===== src/hdl/dqi_pkg.sv =====
package dqi_pkg;

    localparam int DEPTH_DEF        = 16;
    localparam int HANDLE_WIDTH_DEF = 32;

    typedef enum logic [2:0] {
        KIND_PUSH_FRONT = 3'd0,
        KIND_APPEND     = 3'd1,
        KIND_POP_BACK   = 3'd2,
        KIND_ITER_START = 3'd3,
        KIND_ITER_NEXT  = 3'd4,
        KIND_CLEAR      = 3'd5
    } kind_t;

    typedef enum logic [1:0] {
        STAT_OK    = 2'd0,
        STAT_EMPTY = 2'd1,
        STAT_FULL  = 2'd2,
        STAT_NULL  = 2'd3
    } status_t;

    typedef enum logic [1:0] {
        ST_IDLE,
        ST_SCAN,
        ST_HOLD
    } state_t;

endpackage


===== src/hdl/dqi_cell.sv =====
module dqi_cell
    import dqi_pkg::*;
#(
    parameter int PTR_W        = 4,
    parameter int HANDLE_WIDTH = HANDLE_WIDTH_DEF,
    parameter int CELL_IDX     = 0
)
(
    input  logic                    clk,
    input  logic                    wr_en,
    input  logic [PTR_W-1:0]        wr_idx,
    input  logic [HANDLE_WIDTH-1:0] wr_data,
    input  logic [PTR_W-1:0]        rd_idx,
    input  logic [HANDLE_WIDTH-1:0] chain_in,
    output logic [HANDLE_WIDTH-1:0] chain_out
);

    localparam logic [PTR_W-1:0] MY_IDX = PTR_W'(CELL_IDX);

    logic [HANDLE_WIDTH-1:0] slot_reg;
    logic [HANDLE_WIDTH-1:0] slot_next;
    logic [HANDLE_WIDTH-1:0] pass_reg;
    logic [HANDLE_WIDTH-1:0] pass_next;

    always_comb
    begin
        slot_next = slot_reg;
        if (wr_en && (wr_idx == MY_IDX))
        begin
            slot_next = wr_data;
        end
        // insert own handle when selected, else pass the neighbor's down
        pass_next = (rd_idx == MY_IDX) ? slot_reg : chain_in;
    end

    always_ff @(posedge clk)
    begin
        slot_reg <= slot_next;
        pass_reg <= pass_next;
    end

    assign chain_out = pass_reg;

endmodule


===== src/hdl/dqi_chain.sv =====
module dqi_chain
    import dqi_pkg::*;
#(
    parameter int DEPTH        = DEPTH_DEF,
    parameter int HANDLE_WIDTH = HANDLE_WIDTH_DEF
)
(
    input  logic                       clk,
    input  logic                       wr_en,
    input  logic [$clog2(DEPTH)-1:0]   wr_idx,
    input  logic [HANDLE_WIDTH-1:0]    wr_data,
    input  logic [$clog2(DEPTH)-1:0]   rd_idx,
    output logic [HANDLE_WIDTH-1:0]    rd_data
);

    localparam int PTR_W = $clog2(DEPTH);

    logic [HANDLE_WIDTH-1:0] link [DEPTH+1];

    assign link[DEPTH] = '0;

    for (genvar i = 0; i < DEPTH; i++)
    begin : g_cell
        dqi_cell #(
            .PTR_W        (PTR_W),
            .HANDLE_WIDTH (HANDLE_WIDTH),
            .CELL_IDX     (i)
        ) u_cell (
            .clk       (clk),
            .wr_en     (wr_en),
            .wr_idx    (wr_idx),
            .wr_data   (wr_data),
            .rd_idx    (rd_idx),
            .chain_in  (link[i+1]),
            .chain_out (link[i])
        );
    end

    assign rd_data = link[0];

endmodule


===== src/hdl/deque_with_iterator.sv =====
// Push, append, iterator start, clear, unused kinds, empty pop and ended iterator
// next: one item per cycle unless the output stalls; result goes to the output
// register on accept, or via ST_HOLD. Pop and iterator next that return a handle:
// ST_SCAN as the read chain walks it to cell zero, then ST_HOLD; in_stall till done.
// Reset (rst_n low, asynchronous): queue empty, head at slot zero, iterator
// ended, no result pending. Slot contents are not cleared.
module deque_with_iterator
    import dqi_pkg::*;
#(
    parameter int DEPTH        = DEPTH_DEF,
    parameter int HANDLE_WIDTH = HANDLE_WIDTH_DEF
)
(
    input  logic                         clk,
    input  logic                         rst_n,
    input  logic                         in_valid,
    output logic                         in_stall,
    input  logic [2:0]                   kind,
    input  logic [HANDLE_WIDTH-1:0]      value,
    output logic                         out_valid,
    input  logic                         out_stall,
    output logic [1:0]                   status,
    output logic [HANDLE_WIDTH-1:0]      item,
    output logic [$clog2(DEPTH+1)-1:0]   count
);

    localparam int PTR_W = $clog2(DEPTH);
    localparam int CNT_W = $clog2(DEPTH+1);
    localparam int SUM_W = CNT_W + 1;
    localparam logic [PTR_W-1:0] LAST_IDX  = PTR_W'(DEPTH - 1);
    localparam logic [CNT_W-1:0] DEPTH_CNT = CNT_W'(DEPTH);
    localparam logic [SUM_W-1:0] DEPTH_SUM = SUM_W'(DEPTH);

    state_t                   state_reg, state_next;
    logic [PTR_W-1:0]         head_reg, head_next;
    logic [CNT_W-1:0]         cnt_reg, cnt_next;
    logic [PTR_W-1:0]         iter_slot_reg, iter_slot_next;
    logic [CNT_W-1:0]         iter_left_reg, iter_left_next;
    logic [PTR_W-1:0]         rd_idx_reg, rd_idx_next;
    logic [CNT_W-1:0]         scan_reg, scan_next;
    logic                     out_valid_reg, out_valid_next;

    status_t                  pend_status_reg, pend_status_next;
    logic [HANDLE_WIDTH-1:0]  pend_item_reg, pend_item_next;
    logic [CNT_W-1:0]         pend_count_reg, pend_count_next;
    status_t                  status_reg, status_next;
    logic [HANDLE_WIDTH-1:0]  item_reg, item_next;
    logic [CNT_W-1:0]         count_reg, count_next;

    logic                     accept;
    logic                     out_free;
    logic                     is_read;
    status_t                  res_status;
    logic                     wr_en;
    logic [PTR_W-1:0]         wr_idx;
    logic [HANDLE_WIDTH-1:0]  rd_data;

    logic [PTR_W-1:0]         head_dec;
    logic [PTR_W-1:0]         iter_inc;
    logic [SUM_W-1:0]         tail_sum;
    logic [SUM_W-1:0]         back_sum;
    logic [SUM_W-1:0]         tail_wrap;
    logic [SUM_W-1:0]         back_wrap;
    logic [PTR_W-1:0]         tail_idx;
    logic [PTR_W-1:0]         back_idx;
    logic                     is_null;
    logic                     is_full;

    dqi_chain #(
        .DEPTH        (DEPTH),
        .HANDLE_WIDTH (HANDLE_WIDTH)
    ) u_chain (
        .clk     (clk),
        .wr_en   (wr_en),
        .wr_idx  (wr_idx),
        .wr_data (value),
        .rd_idx  (rd_idx_reg),
        .rd_data (rd_data)
    );

    assign accept   = in_valid && (state_reg == ST_IDLE);
    assign in_stall = (state_reg != ST_IDLE);
    assign out_free = !out_valid_reg || !out_stall;

    // ring arithmetic on the pointers
    always_comb
    begin
        head_dec  = (head_reg == '0) ? LAST_IDX : head_reg - PTR_W'(1);
        iter_inc  = (iter_slot_reg == LAST_IDX) ? '0 : iter_slot_reg + PTR_W'(1);
        tail_sum  = SUM_W'(head_reg) + SUM_W'(cnt_reg);
        back_sum  = tail_sum - SUM_W'(1);
        tail_wrap = (tail_sum >= DEPTH_SUM) ? tail_sum - DEPTH_SUM : tail_sum;
        back_wrap = (back_sum >= DEPTH_SUM) ? back_sum - DEPTH_SUM : back_sum;
        tail_idx  = tail_wrap[PTR_W-1:0];
        back_idx  = back_wrap[PTR_W-1:0];
        is_null   = (value == '0);
        is_full   = (cnt_reg == DEPTH_CNT);
    end

    always_comb
    begin
        state_next       = state_reg;
        head_next        = head_reg;
        cnt_next         = cnt_reg;
        iter_slot_next   = iter_slot_reg;
        iter_left_next   = iter_left_reg;
        rd_idx_next      = rd_idx_reg;
        scan_next        = scan_reg;
        pend_status_next = pend_status_reg;
        pend_item_next   = pend_item_reg;
        pend_count_next  = pend_count_reg;
        status_next      = status_reg;
        item_next        = item_reg;
        count_next       = count_reg;
        out_valid_next   = out_valid_reg && out_stall;
        wr_en            = 1'b0;
        wr_idx           = head_dec;
        is_read          = 1'b0;
        res_status       = STAT_OK;

        unique case (state_reg)
            ST_IDLE:
            begin
                if (accept)
                begin
                    unique case (kind_t'(kind))
                        KIND_PUSH_FRONT:
                        begin
                            if (is_null)
                                res_status = STAT_NULL;
                            else if (is_full)
                                res_status = STAT_FULL;
                            else
                            begin
                                head_next = head_dec;
                                wr_en     = 1'b1;
                                wr_idx    = head_dec;
                                cnt_next  = cnt_reg + CNT_W'(1);
                            end
                        end
                        KIND_APPEND:
                        begin
                            if (is_null)
                                res_status = STAT_NULL;
                            else if (is_full)
                                res_status = STAT_FULL;
                            else
                            begin
                                wr_en    = 1'b1;
                                wr_idx   = tail_idx;
                                cnt_next = cnt_reg + CNT_W'(1);
                                if (iter_left_reg != '0)
                                    iter_left_next = iter_left_reg + CNT_W'(1);
                            end
                        end
                        KIND_POP_BACK:
                        begin
                            if (cnt_reg == '0)
                                res_status = STAT_EMPTY;
                            else
                            begin
                                is_read     = 1'b1;
                                rd_idx_next = back_idx;
                                cnt_next    = cnt_reg - CNT_W'(1);
                                if (iter_left_reg != '0)
                                    iter_left_next = iter_left_reg - CNT_W'(1);
                            end
                        end
                        KIND_ITER_START:
                        begin
                            iter_slot_next = head_reg;
                            iter_left_next = cnt_reg;
                            if (cnt_reg == '0)
                                res_status = STAT_EMPTY;
                        end
                        KIND_ITER_NEXT:
                        begin
                            if (iter_left_reg == '0)
                                res_status = STAT_EMPTY;
                            else
                            begin
                                is_read        = 1'b1;
                                rd_idx_next    = iter_slot_reg;
                                iter_slot_next = iter_inc;
                                iter_left_next = iter_left_reg - CNT_W'(1);
                            end
                        end
                        KIND_CLEAR:
                        begin
                            head_next      = '0;
                            cnt_next       = '0;
                            iter_slot_next = '0;
                            iter_left_next = '0;
                        end
                        default:
                        begin
                            res_status = STAT_OK;
                        end
                    endcase

                    if (is_read)
                    begin
                        state_next       = ST_SCAN;
                        scan_next        = '0;
                        pend_status_next = STAT_OK;
                        pend_count_next  = cnt_next;
                    end
                    else if (out_free)
                    begin
                        out_valid_next = 1'b1;
                        status_next    = res_status;
                        item_next      = '0;
                        count_next     = cnt_next;
                    end
                    else
                    begin
                        state_next       = ST_HOLD;
                        pend_status_next = res_status;
                        pend_item_next   = '0;
                        pend_count_next  = cnt_next;
                    end
                end
            end
            ST_SCAN:
            begin
                // advance until the selected handle has reached cell zero
                scan_next = scan_reg + CNT_W'(1);
                if (scan_reg == DEPTH_CNT)
                begin
                    pend_item_next = rd_data;
                    state_next     = ST_HOLD;
                end
            end
            ST_HOLD:
            begin
                if (out_free)
                begin
                    out_valid_next = 1'b1;
                    status_next    = pend_status_reg;
                    item_next      = pend_item_reg;
                    count_next     = pend_count_reg;
                    state_next     = ST_IDLE;
                end
            end
            default:
            begin
                state_next = ST_IDLE;
            end
        endcase
    end

    always_ff @(posedge clk or negedge rst_n)
    begin
        if (!rst_n)
        begin
            state_reg     <= ST_IDLE;
            head_reg      <= '0;
            cnt_reg       <= '0;
            iter_slot_reg <= '0;
            iter_left_reg <= '0;
            rd_idx_reg    <= '0;
            scan_reg      <= '0;
            out_valid_reg <= 1'b0;
        end
        else
        begin
            state_reg     <= state_next;
            head_reg      <= head_next;
            cnt_reg       <= cnt_next;
            iter_slot_reg <= iter_slot_next;
            iter_left_reg <= iter_left_next;
            rd_idx_reg    <= rd_idx_next;
            scan_reg      <= scan_next;
            out_valid_reg <= out_valid_next;
        end
    end

    always_ff @(posedge clk)
    begin
        pend_status_reg <= pend_status_next;
        pend_item_reg   <= pend_item_next;
        pend_count_reg  <= pend_count_next;
        status_reg      <= status_next;
        item_reg        <= item_next;
        count_reg       <= count_next;
    end

    assign out_valid = out_valid_reg;
    assign status    = status_reg;
    assign item      = item_reg;
    assign count     = count_reg;

endmodule

===== config.mk =====
export PLATFORM = sky130hd
export DESIGN_NAME = deque_with_iterator
export DESIGN_NICKNAME = d
export VERILOG_FILES = /design/src/hdl/dqi_pkg.sv /design/src/hdl/dqi_cell.sv /design/src/hdl/dqi_chain.sv /design/src/hdl/deque_with_iterator.sv
export SDC_FILE = /design/constraint.sdc
export NUM_CORES = 1
export LEC_CHECK = 0
export BUFFER_PORTS_ARGS = -buffer_cell sky130_fd_sc_hd__buf_2
export CORE_MARGIN = 1
export CORE_UTILIZATION = 50
export CTS_CLUSTER_SIZE = 20
export DETAILED_ROUTE_END_ITERATION = 6
export PLACE_DENSITY = 0.7
export RECOVER_POWER = 100
export SYNTH_ARGS = -nofsm -noshare
export SYNTH_HDL_FRONTEND = slang
export SYNTH_SLANG_ARGS = --single-unit

===== constraint.sdc =====
create_clock -name clk -period 9.3 [get_ports clk]
set_input_delay 1.395 -clock clk [delete_from_list [all_inputs] [get_ports clk]]
set_output_delay 1.395 -clock clk [all_outputs]
set_load 0.02 [all_outputs]

After elaboration in Yosys (flattened, before gate mapping) --
Index checks and enable logic that the tools add are counted.
Storage, ports and cells: bits in registers 1132, input port bits 39, output and inout bits 41, logic and storage cells 259
Cells by class: add/subtract/negate cells 11, magnitude comparators 2, equality and inequality tests 57, muxes and demuxes 94, reduce and logical (&&, ||, !) cells 49
Operator list (count):
- 32-bit two-way mux | 23
- 32-bit case mux with 2 select lines | 2
- 5-bit two-way mux | 17
- 4-bit equality test, second input constant | 17
- 4-bit two-way mux | 14
- 4-bit by 3-bit equality test with 1-bit output, second input constant | 8
- 32-bit zero test | 1
- 2-bit inequality test, second input constant | 14
- 5-bit case mux with 5 select lines | 1
- 2-bit two-way mux | 12
- 5-bit case mux with 2 select lines | 2
- 5-bit AND reduction | 4
- 1-bit logical AND | 18
- 4-bit by 2-bit equality test with 1-bit output, second input constant | 4
- 4-bit case mux with 2 select lines | 2
- 5-bit by 1-bit adder with 5-bit output, second input constant | 3
- 5-bit case mux with 3 select lines | 1
- 1-bit two-way mux | 14
- 6-bit by 5-bit greater-or-equal comparator with 1-bit output, second input constant | 2
- 4-bit zero test | 3
- 2-bit case mux with 3 select lines | 2
- 4-bit case mux with 3 select lines | 1
- 4-bit by 1-bit subtractor with 4-bit output, second input constant | 3
- 5-bit equality test, second input constant | 2
- 27 further kinds | 43

Logic depth before layout (Yosys ltp) --
Gate-level depths: netlist of the first run.
depth in word-level cells 10, gate-level depth with buffers 11, depth with buffers taken out 9

Modules after synthesis --
A second synthesis of the first run with hierarchy kept.
Second synthesis, totals: cell total of the unflattened synthesis 2129, area total of the unflattened synthesis 39534.2 um2
By module, submodules not included:
- dqi_cell at u_chain.g_cell[10].u_cell ... | times used 6, cells each 103, area an instance 2164.6 um2, sequential area each 1601.5 um2
- dqi_cell at u_chain.g_cell[0].u_cell ... | times used 3, cells each 102, area an instance 2029.4 um2, sequential area each 1601.5 um2
- deque_with_iterator | times used 1, cells each 489, area an instance 5670.4 um2, sequential area each 3093.0 um2
- dqi_cell at u_chain.g_cell[11].u_cell ... | times used 2, cells each 102, area an instance 2145.8 um2, sequential area each 1601.5 um2
- dqi_cell at u_chain.g_cell[13].u_cell ... | times used 2, cells each 102, area an instance 2142.1 um2, sequential area each 1601.5 um2
- dqi_cell at u_chain.g_cell[1].u_cell ... | times used 2, cells each 102, area an instance 2033.2 um2, sequential area each 1601.5 um2
- dqi_cell at u_chain.g_cell[15].u_cell | times used 1, cells each 103, area an instance 2142.1 um2, sequential area each 1601.5 um2
- dqi_chain | times used 1, cells each 1, area an instance 3.8 um2, sequential area each 0.0 um2

Worst setup path before layout of the first run --
No wires, ideal clock.
path kind input-to-reg, from input port kind[2], to register count_reg[0], in the netlist count[0] (enable), setup time 0.494 ns, data arrival time 5.097 ns, data required time 8.806 ns, setup slack 3.709 ns, stages on the path 7, path buffers 1, cell sequence buf_6 > nor2b_1 > o21ai_0 > a21oi_1 > and2b_1 > nor2_1 > a211oi_1
On the way: longest elaborated chain between the ends 6, elaborated cells between the ends (all ways) 7, classes of those cells 3 x eq/ne; 3 x mux; 1 x reduce/logical
RTL lines:
- from (decl) | RTL line deque_with_iterator.sv:18 | input logic [2:0] kind,
- 3-bit equality test / 3-bit by 2-bit equality test with 1-bit output (equally long branches) | RTL line deque_with_iterator.sv:126 | unique case (kind_t'(kind))
- 1-bit case mux with 2 select lines * | RTL line deque_with_iterator.sv:126
- 1-bit two-way mux * | RTL line deque_with_iterator.sv:124 | if (accept)
- 1-bit two-way mux * | RTL line deque_with_iterator.sv:121 | unique case (state_reg)
- 2-bit inequality test (no line) *
- 5-bit AND reduction (no line) *
- to (signal assigned) | RTL line deque_with_iterator.sv:285 | count_reg <= count_next;
- to (decl) | RTL line deque_with_iterator.sv:48 | logic [CNT_W-1:0] count_reg, count_next;
Mark *: on every way between the ends. The rest lies on a longest branch, timed or not. The select of a mux whose other input is x is not followed. A chain may end at the register's enable or synchronous reset.

Worst setup path in the final report of the first run --
from input port value[6], to register u_chain.g_cell[0].u_cell.slot_reg[0] (enable)
On the way: longest elaborated chain between the ends 7, elaborated cells between the ends (all ways) 11, classes of those cells 8 x mux; 3 x reduce/logical
RTL lines:
- from (decl) | RTL line deque_with_iterator.sv:19 | input logic [HANDLE_WIDTH-1:0] value,
- 32-bit zero test * | RTL line deque_with_iterator.sv:96 | is_null = (value == '0);
- 4-bit two-way mux | RTL line deque_with_iterator.sv:143 | if (is_null)
- 4-bit two-way mux
- 4-bit two-way mux | RTL line deque_with_iterator.sv:124
- 4-bit two-way mux | RTL line deque_with_iterator.sv:121
- 4-bit zero test | RTL line dqi_cell.sv:28 | if (wr_en && (wr_idx == MY_IDX))
- 1-bit logical AND * | RTL line dqi_cell.sv:28
- to (signal assigned) | RTL line dqi_cell.sv:38 | slot_reg <= slot_next;
- to (decl) | RTL line dqi_cell.sv:20 | logic [HANDLE_WIDTH-1:0] slot_reg;
Mark *: on every way between the ends. The rest lies on a longest branch, timed or not.

==> results of run 1 <==
## layout make-up
class	instances	area (sq um)	share of cell area [%]
timing repair buffer	109	455	1.08
antenna	2	5.00	0.0119
tap	959	1200	2.85
multi-input combinational	902	8130	19.3
clock inverter	46	413	0.979
clock buffer	159	3180	7.53
sequential	1132	28700	68.1
inverter	17	63.8	0.151
## per-stage QoR
stage,cell area (sq um),util [%],cells,power (uW)
detailed placement,38800,53.0,3119,8700
finish,42200,57.5,3326,12800
CTS,42400,57.9,3324,13000
global route,42200,57.5,3325,13400
global placement,38800,53.0,3119,8610
floorplan,37200,-,2132,8050
## layout by cell type (no fill, tap or decap), types with 9 or more instances in the layout
cell type	synthesis	final
mux2_1	4	25
clkinv_2	0	20
dfrtp_1	30	30
nand3_1	17	17
and2_0	0	61
clkbuf_8	0	26
and2_1	98	37
edfxtp_1	590	590
mux2i_1	9	9
nand2_1	35	35
o21ai_0	21	25
xnor2_1	9	9
ha_1	13	13
clkbuf_16	0	109
clkinv_1	0	9
buf_4	1	11
dfxtp_1	512	512
nor4_1	15	16
nor2_1	48	36
inv_1	17	17
nor3_1	17	17
a21oi_1	29	30
mux2_2	490	469
nand2b_1	10	11
clkbuf_1	38	118
## layer usage
metal / vias up / part of all wire, %
li1: 8074 / -
met1: 8870 / 44
met2: 331 / 51
met3: 100 / 3.6
met4: 0 / 2.1
met5: - / 0
## power breakdown
part	internal, uW	total [uW]	switching [uW]
clock network	2470	4280	1810
registers	6150	6490	336
logic	1050	2080	1040
## cell families (layout without fill, tap and decap cells)
kind of cell	after synthesis	after routing	synth area share (%)
AOI/OAI and AO/OA	101	101	1.74
xor gates and xnor gates	13	13	0.306
adders and majority gates	15	15	0.544
buffers and inverters	98	331	1.14
DFF	1132	1132	77.1
muxes	503	503	15.2
other	0	2	0
and+or+nand+nor	270	270	4.00
## how the worst max path moves through the flow
| stage | slack, ps | cells after the start | to | startpoint |
|---|---|---|---|---|
| after floorplan | 3710 | 7 | count[0]$_DFFE_PP_ | kind[2] |
| after global placement | 3960 | 8 | u_chain.g_cell[7].u_cell.slot_reg[0]$_DFFE_PP_ | value[6] |
| after detailed placement | 3760 | 8 | u_chain.g_cell[7].u_cell.slot_reg[0]$_DFFE_PP_ | value[6] |
| after CTS | 4520 | 8 | u_chain.g_cell[7].u_cell.slot_reg[2]$_DFFE_PP_ | value[6] |
| after global routing | 2300 | 8 | u_chain.g_cell[0].u_cell.slot_reg[0]$_DFFE_PP_ | value[16] |
| final | 2690 | 8 | u_chain.g_cell[0].u_cell.slot_reg[0]$_DFFE_PP_ | value[6] |
==> reports/results.txt, run 1 <==
The run finished, with violations left. The final reports fail on design-rule violations, max-capacitance violations, max-slew violations. Yosys attributes the largest share of cell area to edfxtp_1 (48%), dfxtp_1 (28%), mux2_2 (15%). In this run the standard cell core region covers 0.0733 sq mm.

Global routing consumed, on the met3 layer, 2.72% of the routing resources. STA classifies the critical path endpoint as a flip-flop. IR analysis of the VDD net gives a maximum drop of 194 uV.

Of all cell types, the one taking the most synthesized area is edfxtp_1. The worst flop-to-flop path endpoint was u_chain.g_cell[0].u_cell.slot_reg[0]$_DFFE_PP_. 80 I/O pins were placed. TritonCTS built the clock tree.

Summing over every cut layer, the via total after detailed routing is 17400. In this run the post-CTS setup repair buffer count came out at 0. The count of unresolved DRC violations after routing was 20. In this run the most critical hold path is launched from u_chain.g_cell[15].u_cell.slot_reg[5]$_DFFE_PP_. The tools report the critical path launch point type as an input port. Row generation in the floorplan step produced 99 rows.

The clock input transition at the sequential cells of the worst setup and hold paths was 60 ps. After synthesis, the most frequently instantiated cells are edfxtp_1 (590), dfxtp_1 (512), mux2_2 (490), and2_1 (98), nor2_1 (48). The first global-routing pass estimated 105 mm of wire. The number of clock sinks seen by CTS was 1132. Type of the tightest min-delay check: flip-flop to flip-flop.

Summed over all layers, the routed wires come to 68.7 mm. Setup slack on the worst reg-to-reg path comes out at 3600 ps. The flip-flop and latch count after synthesis is 1132, and the signed area change from the synthesized netlist to the final layout is 13.2%. Kind of critical path: input port to flip-flop. The slowest cell on the critical path is clkbuf_1.

The shortest period the worst path allows works out to 6610 ps. In this run the static leakage power is 0.0153 uW. In the routed layout, each cell is associated on average with a via count of 5.22. Max-slew violation count: 587. The die is 275 um tall. The run gives 18300 as the number of global-route vias before repair. Traced cell by cell, the critical path runs through clkbuf_1 > nor4_1 > nand4_1 > o21ai_0 > nor4_1 > mux2_1 > nor2_2 > clkbuf_1. The post-place setup slack is 3760 ps, and the half-perimeter wire length of the detailed placement result is 39.9 mm. The synthesized design contains 590 enable-type register cells. At the worst endpoint, the arrival time is 6840 ps.

The biggest fanout along the worst timing path was 32; the number of warnings printed during yosys synthesis was 0. In this design, the largest share of critical-path delay is due to buffers and inverters. For the latest clock arrival within the worst-skew pair, the log shows 670 ps. The total die area came out at 0.0756 sq mm. The logs give 9530 ps for the required time of the worst setup path and 2186 for the net count after synthesis. Buffers inserted during clock tree synthesis total 108. In the final timing run, aggregate negative setup slack is 0 ps. The count of final hold-check violations is 0, and the depth of the most critical reg-to-reg path is 9.

Setup repair after global routing left no endpoint under its margin. The tree is rooted in a clkbuf_16. Maximum number of pins on one net before global-route repair: 37. For the fmax, the log shows 151 MHz. The buffer depth of the longest clock path was 3; the mean instance size in the synthesized netlist was 17.5 sq um. For the initial antenna violation count, the log shows 5. After global routing the overflow that remains totals 0. The run gives 2324 as the net count reported at finish. Effective utilization at floorplan: 50.8%.

The die width was 275 um; the number of input and output port buffers inserted was 79. In the final routed layout, each cell accounts on average for 20.7 um. The slew at the pin closest to its max-slew limit is 3350 ps. The run gives 5540 as the count of filler cells inserted in the layout. The iteration-0 DRC count of the detailed router is 1174, and the worst slack on hold paths is 439 ps.

Once routing completed, OpenROAD measured the worst setup slack at 2690 ps. Among all flip-flop cells after synthesis, the most frequent one is edfxtp_1. The run gives 0 as the number of setup violations in the final report. The logs give 7 for the detailed-routing iteration count for the pre-antenna-repair pass and 0 for the number of antenna-violating nets in the routed design. The final critical path takes up 71.1% of the cycle. Startpoint of the lowest-slack register-to-register path: cnt_reg[0]$_DFFE_PN0P_. The number of buffers and inverters on the critical path is 2. Stage delay of the slowest cell on the critical path: 1610 ps. The run gives 18.5% as the overall track demand over capacity in global routing. The area share of the largest cell type after synthesis was 47.6%; the mapped cell area was 0.0372 sq mm.

The synthesized instance count is 2132. The endpoint of the worst hold path was u_chain.g_cell[15].u_cell.chain_out[5]$_SDFF_PP0_. Sequential elements use 77.1% of the synthesized area. In the synthesized netlist the async set-or-reset flop fraction comes to 2.65%.

In the final layout, the share of cells above drive strength 1 is 28.5%. The most common cell in the synthesized netlist is edfxtp_1. The H-tree was split into 3 levels. The run gives 23.3% as the met1 routing resource usage after global routing. The run gives 21 as the reported max-cap violation count. The clock skew after layout was 20.0 ps. The peak-usage layer in the global routing report is met2.

Number of buffers added to fix hold violations after cts: 0. The final RePlAce weighted congestion came out at 0.838. In this run, post-CTS repair resized a total of 0 instances. The met2 demand-to-capacity share in global routing is 32.7%, and the relative slew slack is -123%.

In this run the power density over the cells is 305 mW/mm^2. Cell depth of the worst hold path: 1. The tools report the count of distinct cell types in the synthesized netlist as 61.
(Power assumes the default switching activity.)
==> run 2, diff against run 1 <==
PLACE_DENSITY = 0.72   (was 0.7)
clock period = 5.6 ns   (was 9.3 ns; I/O delays follow)
==> run 2 against run 1 <==
  * The flow still finishes with violations (design-rule violations, max-capacitance violations, max-slew violations)
  * Core utilization grew 0.18 points
  * Combinational power grew 70%
  * Clock skew grew 11 ps
  * Non-clock buffer count grew 10
  * Via count is essentially flat
  * Power grew 68%
  * Worst hold slack lost 3.4 ps
  * Critical path type unchanged
==> reports/results.txt, run 2 (synthesis gave the netlist of run 1 again) <==
The number of buffers added to fix hold violations after cts was 0 (unchanged). The iteration-0 DRC count of the detailed router is 1159 (-1.3%). In this run the most critical hold path is launched from u_chain.g_cell[15].u_cell.slot_reg[12]$_DFFE_PP_.

The number of setup violations in the final report was 0 (unchanged); the relative slew slack was -117% (+6.3 points). The maximum number of pins on one net before global-route repair is 37 (unchanged). The reported max-cap violation count is 19 (-9.5%).

The tools report the area used by multi-input combinational logic as 0.00815 sq mm (+0.23%). The total power divided by cell area is 511 mW/mm^2 (+68%). The depth of the most critical reg-to-reg path was 9 (unchanged). The worst hold path terminates at u_chain.g_cell[15].u_cell.chain_out[12]$_SDFF_PP0_.

The critical path goes through clkbuf_1 > nor4_1 > nand4_1 > o21ai_0 > nor4_4 > mux2_1 > nor2_2 > clkbuf_1. The number of CTS-inserted buffers was 107 (-0.93%); the shortest period the worst path allows was 4700 ps. TritonCTS built the clock tree. The share of layout cells above drive strength 1 came out at 28.1% (-0.48 points). The first-pass GRT wire length is 106 mm (+0.20%), and the cell depth of the worst hold path is 1 (unchanged). For the total global routing overflow, the log shows 0 (unchanged). The tree is rooted in a clkbuf_16. The slew at the pin closest to its max-slew limit came out at 3250 ps (-95.0 ps).

Overall die height: 275 um (unchanged). Setup repair after global routing left no endpoint under its margin. The net count reported at finish is 2333 (+0.39%), and the number of input and output port buffers inserted is 79 (unchanged).

The register area was 0.0287 sq mm (unchanged); the signed area change from the synthesized netlist to the final layout was 13.5%. The run gives 0 ps (unchanged) as the sum of negative setup slack. The placement-stage cell area was 0.0389 sq mm (+0.21%). The biggest fanout along the worst timing path works out to 17 (-47%). The run gives 0.0154 uW (+0.46%) as the static leakage. The total of cells resized after clock tree synthesis was 0 (unchanged).

The data arrival time of the critical path is 4970 ps (-1870 ps), and the effective utilization at floorplan is 50.8% (unchanged). The detailed-route vias per instance came out at 5.22 (-0.14%). The tools report the count of unresolved DRC violations after routing as 18 (-10%). The worst setup path is of the input port to flip-flop kind. Setup slack on the worst flop-to-flop path: 1360 ps (-2240 ps). The tools report the overall track demand over capacity in global routing as 18.5% (+0.063 points).

The endpoint identified for the worst register-to-register timing path is item[16]$_SDFFCE_PN0P_. The die width was 275 um (unchanged); the number of clock sinks seen by CTS was 1132 (unchanged). The clock input transition at the sequential cells of the worst setup and hold paths is 60 ps (about the same).

In the layout the commonest cells are edfxtp_1 (590), dfxtp_1 (512), mux2_2 (458), clkbuf_1 (125), clkbuf_16 (109). Maximum resistive drop on vdd: 368 uV (+90%). The startpoint identified for the worst register-to-register timing path is cnt_reg[0]$_DFFE_PN0P_. STA classifies the critical path startpoint as an input port. The run gives 0.0423 sq mm (+0.31%) as the final design area excluding fillers. The type of the tightest min-delay check was flip-flop to flip-flop. The detailed-route wire length was 69.2 mm (+0.78%); the buffer depth of the longest clock path was 3 (unchanged).

The half-perimeter wire length of the detailed placement result is 39.9 mm (about the same). Dividing the final minimum period by the clock period gives 84.0%. The run gives 30.8 ps (+10.8 ps) as the clock skew after layout.

The logs give 0 (unchanged) for the number of antenna-violating nets in the routed design and 0.0756 sq mm (unchanged) for the total die area. Slowest cell on the critical path: nor4_1. The number of placement rows was 99 (unchanged); the count of final hold-check violations was 0 (unchanged). Average detailed-routed wire length per instance: 20.8 um (+0.66%).

The required time of the worst setup path was 5870 ps (-3660 ps). The number of placed instances, taps included is 3129 (+0.32%). The endpoint class of the critical path was a flip-flop. The final RePlAce weighted congestion was 0.844 (+0.69%). For the number of top-level pins, the log shows 80 (unchanged). Leaving out fill and tap cells, the most frequent cell in the layout is edfxtp_1. The tools report the max-slew violation count as 578 (-1.5%). The tools report the count of filler cells inserted in the layout as 5466 (-1.3%).

The fmax was 213 MHz. Among the stages of the critical path, the cell type that occurs most often is clkbuf_1. The tools report the final total power as 21600 uW (+68%). The run finished, with violations left.

The logs give 0.0733 sq mm (unchanged) for the standard cell core area and 680 ps (about the same) for the latest clock arrival within the worst-skew pair. The stage delay of the slowest cell on the critical path was 890 ps (-720 ps). The number of setup buffers added after CTS is 0 (unchanged). The run gives 6 (+1) as the initial antenna violation count.

The depth of the CTS H-tree is 3 (unchanged), and the number of global-route vias before repair is 18100 (-1.3%). The total vias in the final route was 17400 (-0.017%); the detailed-routing iteration count for the pre-antenna-repair pass was 7 (unchanged). The non-filler instance count after layout came out at 3330 (+0.12%).

The final reports fail on design-rule violations, max-capacitance violations, max-slew violations.
run 2: worst max-delay path: cells and delay by family:
family,cells,cell delay [ps]
AOI/OAI and AO/OA,1,750
buffers and inverters,2,1200
muxes,1,410
and+or+nand+nor,4,1740
run 2: layout make-up:
cell class,instances,area share (%)
multi-input cells,902,19.3
well taps,959,2.84
flip-flops and latches,1132,67.9
clock inverters,48,1.42
repair buffers,119,1.18
inverters,17,0.151
diodes,1,0.00592
clock buffers,152,7.23
run 2: through the flow:
step                      hold slack (ps)  setup slack (ps)  utilization [%]
final                                 436               897             57.7
after global routing                  451               821             57.7
after CTS                             215              1650             58.1
after detailed placement              426               925             53.1
after global placement                422              1070             53.1
after floorplan                       417               485                -
run 2: how the worst max path moves through the flow:
stage	startpoint	endpoint
final	value[6]	u_chain.g_cell[6].u_cell.slot_reg[2]$_DFFE_PP_
after global routing	value[6]	u_chain.g_cell[12].u_cell.slot_reg[23]$_DFFE_PP_
after global placement	value[6]	u_chain.g_cell[4].u_cell.slot_reg[20]$_DFFE_PP_
after CTS	value[6]	u_chain.g_cell[4].u_cell.slot_reg[17]$_DFFE_PP_
after floorplan	cnt_reg[1]$_DFFE_PN0P_	count[0]$_DFFE_PP_
after detailed placement	value[6]	u_chain.g_cell[12].u_cell.slot_reg[22]$_DFFE_PP_
run 2: layer usage:
metal  wire length (um)  track usage [%]
met5                  0                0
met4               1590             6.22
met3               3660             3.00
met2              34700             32.2
met1              29300             23.5
run 2: report_power, final:
group / internal (uW) / switching, uW / total [uW]
clock network: 4330 / 3000 / 7330
logic: 1740 / 1800 / 3530
registers: 10200 / 521 / 10700
